<file path="config.mk">
export PLATFORM = sky130hd
export DESIGN_NAME = csv_field_tokenizer_core
export DESIGN_NICKNAME = d
export VERILOG_FILES = /design/src/rtl/csvt_pkg.sv /design/src/rtl/csv_field_tokenizer_core.sv /design/src/rtl/csvt_in_reg.sv /design/src/rtl/csvt_parser.sv /design/src/rtl/csvt_out_reg.sv
export SDC_FILE = /design/constraint.sdc
export NUM_CORES = 1
export LEC_CHECK = 0
export BUFFER_PORTS_ARGS = -buffer_cell sky130_fd_sc_hd__buf_4
export CORE_MARGIN = 1.5
export CORE_UTILIZATION = 58
export CTS_CLUSTER_SIZE = 40
export DETAILED_ROUTE_END_ITERATION = 16
export PLACE_DENSITY_LB_ADDON = 0.15
export SLEW_MARGIN = 25
export SYNTH_ARGS = -nofsm -noshare
export SYNTH_HDL_FRONTEND = slang
export SYNTH_SLANG_ARGS = --single-unit
</file>
<file path="constraint.sdc">
create_clock -name clk_i -period 3.5 [get_ports clk_i]
set_input_delay 0.35 -clock clk_i [delete_from_list [all_inputs] [get_ports clk_i]]
set_output_delay 0.35 -clock clk_i [all_outputs]
set_load 0.1 [all_outputs]
</file>
<file path="src/rtl/csvt_pkg.sv">
// Package for the CSV field tokenizer: word types, status codes, register
// indexes and reset values. No dependencies.
`timescale 1ns / 1ps

package csvt_pkg;

  localparam int unsigned ByteW   = 8;
  localparam int unsigned CfgIdxW = 1;

  localparam logic [1:0] STATUS_OK        = 2'd0;
  localparam logic [1:0] STATUS_TOO_LONG  = 2'd1;
  localparam logic [1:0] STATUS_TOO_SHORT = 2'd2;

  localparam logic [CfgIdxW-1:0] REG_SEPARATOR = 1'd0;
  localparam logic [CfgIdxW-1:0] REG_PROTECT   = 1'd1;

  localparam logic [ByteW-1:0] SEPARATOR_RESET = 8'd44;
  localparam logic [ByteW-1:0] PROTECT_RESET   = 8'd34;

  typedef struct packed {
    logic [ByteW-1:0] in_byte;
    logic             end_of_line;
  } csvt_item_t;

  typedef struct packed {
    logic [ByteW-1:0] out_byte;
    logic             byte_valid;
    logic             field_end;
    logic             row_end;
    logic [7:0]       column_index;
    logic [1:0]       status;
  } csvt_result_t;

endpackage

</file>
<file path="src/rtl/csv_field_tokenizer_core.sv">
// Top level of the CSV field tokenizer: input register, parser, result
// register and configuration registers. Depends on csvt_pkg and submodules.
`timescale 1ns / 1ps

// Splits a CSV byte stream into fields, one word per clock: a word (a text
// byte or an end-of-line mark) enters the input register, the parser decides
// it combinationally and writes at most one result into the result
// register, and the sustained rate is one word per cycle. The
// input stalls only while a word waits on a full result register that the
// sink stalls; a held word waits there whether or not it yields a result (an
// opening quote, the first byte of a doubled quote). Register 0 is the
// separator (reset ','), register 1 the protect byte (reset '"'); write them
// only while idle. The first row sets the column count (at most MAX_COLUMNS);
// a later row of other length, or a row over the limit, yields one error
// result and the block then stays silent until reset. column_index is the
// low 8 bits of the column.
module csv_field_tokenizer_core #(
  parameter int unsigned MAX_COLUMNS = 256
) (
  input  logic                          clk_i,
  input  logic                          rst_ni,
  input  logic                          in_valid_i,
  output logic                          in_stall_o,
  input  logic [csvt_pkg::ByteW-1:0]    in_byte_i,
  input  logic                          end_of_line_i,
  output logic                          out_valid_o,
  input  logic                          out_stall_i,
  output logic [csvt_pkg::ByteW-1:0]    out_byte_o,
  output logic                          byte_valid_o,
  output logic                          field_end_o,
  output logic                          row_end_o,
  output logic [7:0]                    column_index_o,
  output logic [1:0]                    status_o,
  input  logic                          cfg_valid_i,
  output logic                          cfg_ready_o,
  input  logic [csvt_pkg::CfgIdxW-1:0]  cfg_index_i,
  input  logic [csvt_pkg::ByteW-1:0]    cfg_data_i
);
  import csvt_pkg::*;

  logic [ByteW-1:0] separator_q;
  logic [ByteW-1:0] protect_q;
  csvt_item_t       in_item;
  csvt_item_t       item;
  logic             item_valid;
  logic             free;
  logic             fire;
  logic             has_result;
  csvt_result_t     result;
  csvt_result_t     out_result;

  assign cfg_ready_o = 1'b1;
  assign in_item     = '{in_byte: in_byte_i, end_of_line: end_of_line_i};
  assign fire        = item_valid && free;

  always_ff @(posedge clk_i or negedge rst_ni) begin
    if (!rst_ni) begin
      separator_q <= SEPARATOR_RESET;
      protect_q   <= PROTECT_RESET;
    end else if (cfg_valid_i && cfg_ready_o) begin
      case (cfg_index_i)
        REG_SEPARATOR: separator_q <= cfg_data_i;
        REG_PROTECT:   protect_q   <= cfg_data_i;
        default: ;
      endcase
    end
  end

  csvt_in_reg u_in_reg (
    .clk_i       (clk_i),
    .rst_ni      (rst_ni),
    .in_valid_i  (in_valid_i),
    .in_item_i   (in_item),
    .in_stall_o  (in_stall_o),
    .take_i      (free),
    .item_valid_o(item_valid),
    .item_o      (item)
  );

  csvt_parser #(
    .MAX_COLUMNS(MAX_COLUMNS)
  ) u_parser (
    .clk_i       (clk_i),
    .rst_ni      (rst_ni),
    .separator_i (separator_q),
    .protect_i   (protect_q),
    .fire_i      (fire),
    .item_i      (item),
    .has_result_o(has_result),
    .result_o    (result)
  );

  csvt_out_reg u_out_reg (
    .clk_i      (clk_i),
    .rst_ni     (rst_ni),
    .load_i     (fire && has_result),
    .result_i   (result),
    .free_o     (free),
    .out_valid_o(out_valid_o),
    .out_stall_i(out_stall_i),
    .result_o   (out_result)
  );

  assign out_byte_o     = out_result.out_byte;
  assign byte_valid_o   = out_result.byte_valid;
  assign field_end_o    = out_result.field_end;
  assign row_end_o      = out_result.row_end;
  assign column_index_o = out_result.column_index;
  assign status_o       = out_result.status;

`ifndef ASSERT_OFF
  // An error word is the last word ever delivered before reset.
  a_error_last: assert property (@(posedge clk_i) disable iff (!rst_ni)
    out_valid_o && !out_stall_i && (status_o != STATUS_OK) |=> !out_valid_o)
    else $error("result delivered after error word");

  // A content byte never also closes a field or a row.
  a_byte_alone: assert property (@(posedge clk_i) disable iff (!rst_ni)
    out_valid_o && byte_valid_o |-> !field_end_o && !row_end_o
      && (status_o == STATUS_OK))
    else $error("content byte marked as field or row end");

  // Error words carry no content and no row end.
  a_error_clean: assert property (@(posedge clk_i) disable iff (!rst_ni)
    out_valid_o && (status_o != STATUS_OK) |-> !row_end_o && !field_end_o)
    else $error("error word carries field or row end");

  // Input stalls only while a held word waits on a full result register.
  a_stall_cause: assert property (@(posedge clk_i) disable iff (!rst_ni)
    in_stall_o |-> out_valid_o && out_stall_i)
    else $error("input stalled without a stalled result");
`endif

endmodule

</file>
<file path="src/rtl/csvt_in_reg.sv">
// Input register of the CSV tokenizer: holds one accepted word until the
// parser takes it. Depends on csvt_pkg.
`timescale 1ns / 1ps

module csvt_in_reg (
  input  logic               clk_i,
  input  logic               rst_ni,
  input  logic               in_valid_i,
  input  csvt_pkg::csvt_item_t in_item_i,
  output logic               in_stall_o,
  input  logic               take_i,
  output logic               item_valid_o,
  output csvt_pkg::csvt_item_t item_o
);
  import csvt_pkg::*;

  logic       valid_q;
  csvt_item_t item_q;

  // Stall only while a held word is not taken this cycle.
  assign in_stall_o   = valid_q && !take_i;
  assign item_valid_o = valid_q;
  assign item_o       = item_q;

  always_ff @(posedge clk_i or negedge rst_ni) begin
    if (!rst_ni) begin
      valid_q <= 1'b0;
    end else if (!in_stall_o) begin
      valid_q <= in_valid_i;
    end
  end

  always_ff @(posedge clk_i) begin
    if (in_valid_i && !in_stall_o) begin
      item_q <= in_item_i;
    end
  end

endmodule

</file>
<file path="src/rtl/csvt_parser.sv">
// Tokenizer state and per-word decision logic: quoting, doubled protect
// bytes, column counting and row checks. Depends on csvt_pkg.
`timescale 1ns / 1ps

module csvt_parser #(
  parameter int unsigned MAX_COLUMNS = 256
) (
  input  logic                 clk_i,
  input  logic                 rst_ni,
  input  logic [7:0]           separator_i,
  input  logic [7:0]           protect_i,
  input  logic                 fire_i,
  input  csvt_pkg::csvt_item_t item_i,
  output logic                 has_result_o,
  output csvt_pkg::csvt_result_t result_o
);
  import csvt_pkg::*;

  localparam int unsigned CW = $clog2(MAX_COLUMNS + 1);
  localparam logic [CW-1:0] MaxCol = CW'(MAX_COLUMNS);

  logic          quoted_q, quoted_d;
  logic          pending_q, pending_d;
  logic [CW-1:0] col_q, col_d;
  logic [CW-1:0] learned_q, learned_d;
  logic          first_q, first_d;
  logic          err_q, err_d;

  logic [CW-1:0]   limit;
  logic [CW+7:0]   col_ext;
  logic            quoted_eff;
  logic            field_done;
  logic [CW-1:0]   count;
  logic            is_prot;
  logic            is_sep;

  assign limit   = first_q ? MaxCol : learned_q;
  assign col_ext = {8'b0, col_q};
  assign is_prot = (item_i.in_byte == protect_i);
  assign is_sep  = (item_i.in_byte == separator_i);

  always_comb begin
    quoted_d     = quoted_q;
    pending_d    = pending_q;
    col_d        = col_q;
    learned_d    = learned_q;
    first_d      = first_q;
    err_d        = err_q;
    has_result_o = 1'b0;
    result_o     = '{out_byte: '0, byte_valid: 1'b0, field_end: 1'b0,
                     row_end: 1'b0, column_index: col_ext[7:0],
                     status: STATUS_OK};
    quoted_eff   = quoted_q && !pending_q;
    field_done   = !quoted_eff;
    count        = col_q + CW'(field_done);

    if (err_q) begin
      has_result_o = 1'b0;
    end else if (item_i.end_of_line) begin
      has_result_o = 1'b1;
      if (field_done && (col_q >= limit)) begin
        err_d           = 1'b1;
        result_o.status = STATUS_TOO_LONG;
      end else if (!first_q && (count != learned_q)) begin
        err_d           = 1'b1;
        result_o.status = STATUS_TOO_SHORT;
      end else begin
        if (first_q) begin
          learned_d = count;
          first_d   = 1'b0;
        end
        result_o.field_end = field_done;
        result_o.row_end   = 1'b1;
        col_d     = '0;
        quoted_d  = 1'b0;
        pending_d = 1'b0;
      end
    end else if (pending_q && is_prot) begin
      // Doubled protect: one literal protect byte, quotes stay open.
      pending_d           = 1'b0;
      has_result_o        = 1'b1;
      result_o.out_byte   = item_i.in_byte;
      result_o.byte_valid = 1'b1;
    end else if (quoted_eff) begin
      if (is_prot) begin
        pending_d = 1'b1;
      end else begin
        has_result_o        = 1'b1;
        result_o.out_byte   = item_i.in_byte;
        result_o.byte_valid = 1'b1;
      end
    end else begin
      // Outside quotes (a pending protect closes them here).
      pending_d = 1'b0;
      quoted_d  = 1'b0;
      if (is_sep) begin
        has_result_o = 1'b1;
        if (col_q >= limit) begin
          err_d           = 1'b1;
          result_o.status = STATUS_TOO_LONG;
        end else begin
          result_o.field_end = 1'b1;
          col_d              = col_q + CW'(1);
        end
      end else if (is_prot) begin
        quoted_d = 1'b1;
      end else begin
        has_result_o        = 1'b1;
        result_o.out_byte   = item_i.in_byte;
        result_o.byte_valid = 1'b1;
      end
    end
  end

  always_ff @(posedge clk_i or negedge rst_ni) begin
    if (!rst_ni) begin
      quoted_q  <= 1'b0;
      pending_q <= 1'b0;
      col_q     <= '0;
      learned_q <= '0;
      first_q   <= 1'b1;
      err_q     <= 1'b0;
    end else if (fire_i) begin
      quoted_q  <= quoted_d;
      pending_q <= pending_d;
      col_q     <= col_d;
      learned_q <= learned_d;
      first_q   <= first_d;
      err_q     <= err_d;
    end
  end

endmodule

</file>
<file path="src/rtl/csvt_out_reg.sv">
// Result register of the CSV tokenizer: holds one result word until the
// sink takes it. Depends on csvt_pkg.
`timescale 1ns / 1ps

module csvt_out_reg (
  input  logic                  clk_i,
  input  logic                  rst_ni,
  input  logic                  load_i,
  input  csvt_pkg::csvt_result_t result_i,
  output logic                  free_o,
  output logic                  out_valid_o,
  input  logic                  out_stall_i,
  output csvt_pkg::csvt_result_t result_o
);
  import csvt_pkg::*;

  logic         valid_q;
  csvt_result_t result_q;

  // Free when empty or when the held word leaves this cycle.
  assign free_o      = !valid_q || !out_stall_i;
  assign out_valid_o = valid_q;
  assign result_o    = result_q;

  always_ff @(posedge clk_i or negedge rst_ni) begin
    if (!rst_ni) begin
      valid_q <= 1'b0;
    end else if (free_o) begin
      valid_q <= load_i;
    end
  end

  always_ff @(posedge clk_i) begin
    if (free_o && load_i) begin
      result_q <= result_i;
    end
  end

endmodule
</file>
==> impl_metrics.yaml <==
timing:
  hold_viol: 0
  setup_viol: 0
  worst-slew-pin-transition_ns: 0.809
  min_period_over_period_pct: 90.0
  fmax_mhz: 317
  drv_slew: 0
  fin_setup_tns_ns: 0
  finalClockSkew_ns: 0.00945
  slew_headroom_pct: 46.0
  rsz0062_at_grt: "no"
  finalCriticalPeriod_ns: 3.15
power_and_ir_drop:
  power_density_mw_per_mm2: 489
  leakagePower_nw: 1.82
  power.share.clock_pct: 29.8
  internal_power_mw: 1.44
  comb_power_share_pct: 23.5
  peakVddDrop_uv: 267
  seqPwrFrac_pct: 46.7
  p_sw_share_pct: 31.8
  net-switching-power_uw: 671
die:
  die_h_um: 82.6
  die_w_um: 82.6
  dieArea_sq_mm: 0.00682
  num_rows: 28
  initial_utilization_pct: 61.0
  ios: 47
  core_sq_mm: 0.00603
global_route:
  grt_pass1_vias: 2423
  overflow: 0
  grt_start_max_net_pins: 41
  grt_pass1_wl_um: 12300
  antenna_found_initial: 0
  track_usage_pct: 24.7
worst_setup_path:
  start_kind: "register"
  endpoint_kind: "register"
  crit_arrival_ns: 3.34
  path_class: "register to register"
  crit_fanout: 12
  crit_required_ns: 3.69
yosys:
  yosysWarnings: 0
  postSynth.asyncResetShare_pct: 57.1
  synth_area_sq_mm: 0.00367
  synth-edff-count: 30
  ys.flop_type: "dfrtp_1"
  synth_cell_types: 58
  yosysSeqAreaShare_pct: 52.0
  synth.top_cell.area_share_pct: 24.5
  synth_fp_nets: 340
  synth_top_area_cell: "edfxtp_1"
  ys_ff_latch: 70
  syn-mean-instance-area_sq_um: 12.0
  yosys-top-cells-area: "edfxtp_1, dfrtp_1, mux2_2"
  synthCells: 305
status:
  status: "completed"
layout:
  stdcell_count: 438
  multi_input_comb_area_sq_mm: 0.00167
  diodes: 0
  fill_cells: 438
  syn_to_final_growth_pct: 17.6
  seq_area_sq_mm: 0.00191
  drive_gt1_share_pct: 30.0
  fin_nets: 393
placement:
  place.gp.congestion: 0.906
  port_buffers: 45
  dp_cells: 420
  dp_hpwl_um: 5480
detailed_routing:
  viasPerCell: 5.89
  routed_wl_um: 7710
  postRouteAntennaNets: 0
  dr.pass1.iters: 4
  drcViolationCount: 0
  routedWlPerCell_um: 17.6
  drt_iter0_drc: 182
  vias: 2580
clocking:
  path_clk_slew_ns: 0.08
  clockBufferDepth: 2
  root_buffer: "clkbuf_8"
  cts_tree: "built"
  clock_latency_ns: 0.34
  htreeDepth: 3
  cts_resized: 0
  cts_inserted_buffers: 9
  cts.sinks: 70
worst_hold_path:
  hold_path.class: "primary input to register"
job:
  maxCapViolCount: 0
==> repair_timing <==
| item | in CTS | in global routing |
|---|---|---|
| setup endpoints to repair | 0 | 11 |
| buffers inserted | 0 | 1 |
| hold buffers | 1 | 0 |
| endpoints found under the hold margin | 2 | 0 |
==> cell usage after synthesis (2+ instances only) <==
master,number
edfxtp_1,30
inv_1,9
and2_1,13
ha_1,12
o21ai_0,5
a31oi_1,22
buf_1,2
xor2_1,21
mux2i_1,2
nor3_1,3
nand4_1,5
a21oi_1,7
dfrtp_1,34
a211oi_1,3
mux2_2,22
buf_4,3
xnor2_1,6
nand2_1,19
nor2_2,2
o21ai_1,2
nand2b_1,6
o211ai_1,2
nor2_1,10
nand3_2,2
clkbuf_1,4
nor2b_1,6
nand3_1,3
o21a_1,9
and3_1,4
nor4_1,4
dfstp_2,6
==> path summary, 6_finish.rpt <==
| check | end | from | slack [ns] | cells after the start |
|---|---|---|---|---|
| min in group asynchronous | separator_q[6] | rst_ni | 0.55 | 2 |
| setup reg to reg | u_parser.quoted_q | u_parser.quoted_q | 0.35 | 12 |
| hold reg to reg | u_parser.quoted_q | u_parser.quoted_q | 0.53 | 2 |
| hold / removal | u_in_reg.item_o[7] | in_byte_i[6] | 0.18 | 1 |
| max in group asynchronous | u_parser.learned_q[3] | rst_ni | 2.56 | 2 |
| setup / recovery | u_parser.quoted_q | u_parser.quoted_q | 0.35 | 12 |
==> worst max-delay path: stages (launching register included) <==
cell and delay (ns):
dfrtp_1 0.40, inv_1 0.10, nor2_2 0.06, inv_2 0.10, ha_1 0.23, ha_1 0.26, nand3_2 0.14, nor3_1 0.33
xor3_1 0.27, or4_4 0.54, o31ai_4 0.29, buf_12 0.17, o221ai_1 0.11
==> routing by layer <==
metal	routed length [um]	vias up	track usage, %
met2	3640	72	36.9
met4	87	0	7.33
met5	0	-	0
met1	3640	1262	36.9
met3	339	9	3.96
li1	-	1237	-
==> kinds of logic after synthesis <==
family / count (synthesis) / share of synthesized area [%]
AOI/OAI and AO/OA: 63 / 12.6
other: 1 / 0.102
xor gates and xnor gates: 29 / 7.70
adders and majority gates: 12 / 4.09
muxes: 24 / 7.29
and+or+nand+nor: 85 / 13.5
buffers and inverters: 21 / 2.69
DFF: 70 / 52.0
==> registers in the layout, summed over array words and instances (netlist names) <==
register and count:
u_parser.learned_q 9, protect_q 8, u_parser.pending_q 1, u_out_reg.result_o 21, u_in_reg.item_valid_o 1, u_parser.first_q 1, u_parser.err_q 1, u_in_reg.item_o 9
separator_q 8, u_out_reg.out_valid_o 1, u_parser.quoted_q 1, u_parser.col_q 9
==> power groups by stage <==
stage	sequential [mW]	clock [mW]	combinational (mW)
after global placement	1.00	0	0.454
after floorplan	0.984	0	0.363
after global routing	0.994	0.664	0.549
final	0.987	0.629	0.495
after detailed placement	1.00	0	0.467
after CTS	0.985	0.638	0.471
==> through the flow <==
step | hold WS [ns] | power (mW) | setup slack, ns | utilization [%] | cell area [sq um]
floorplan | 0.0544 | 1.35 | 0.653 | - | 3670
global placement | 0.366 | 1.45 | 0.307 | 67.9 | 4090
detailed placement | 0.370 | 1.47 | 0.214 | 67.9 | 4090
CTS | 0.170 | 2.09 | 0.217 | 71.3 | 4300
global route | 0.163 | 2.21 | 0.0953 | 71.7 | 4320
finish | 0.177 | 2.11 | 0.349 | 71.7 | 4320
==> cell type report <==
cell class / instances / share of cell area, %
Tap cell: 75 / 2.17
Sequential cell: 70 / 44.2
Clock buffer: 11 / 3.53
Multi-Input combinational cell: 214 / 38.7
Timing Repair Buffer: 53 / 9.56
Clock inverter: 5 / 0.956
Inverter: 10 / 0.869
==> placed cells by master, fill, tap and decap left out, types with 12 or more instances in the layout <==
| cell | netlist | routed |
|---|---|---|
| edfxtp_1 | 30 | 30 |
| xor2_1 | 21 | 21 |
| nand2_1 | 19 | 19 |
| mux2_2 | 22 | 22 |
| dfrtp_1 | 34 | 34 |
| buf_4 | 3 | 51 |
| a31oi_1 | 22 | 22 |
| and2_1 | 13 | 13 |
| ha_1 | 12 | 12 |
Note: power is estimated with default switching activity, not from simulation.
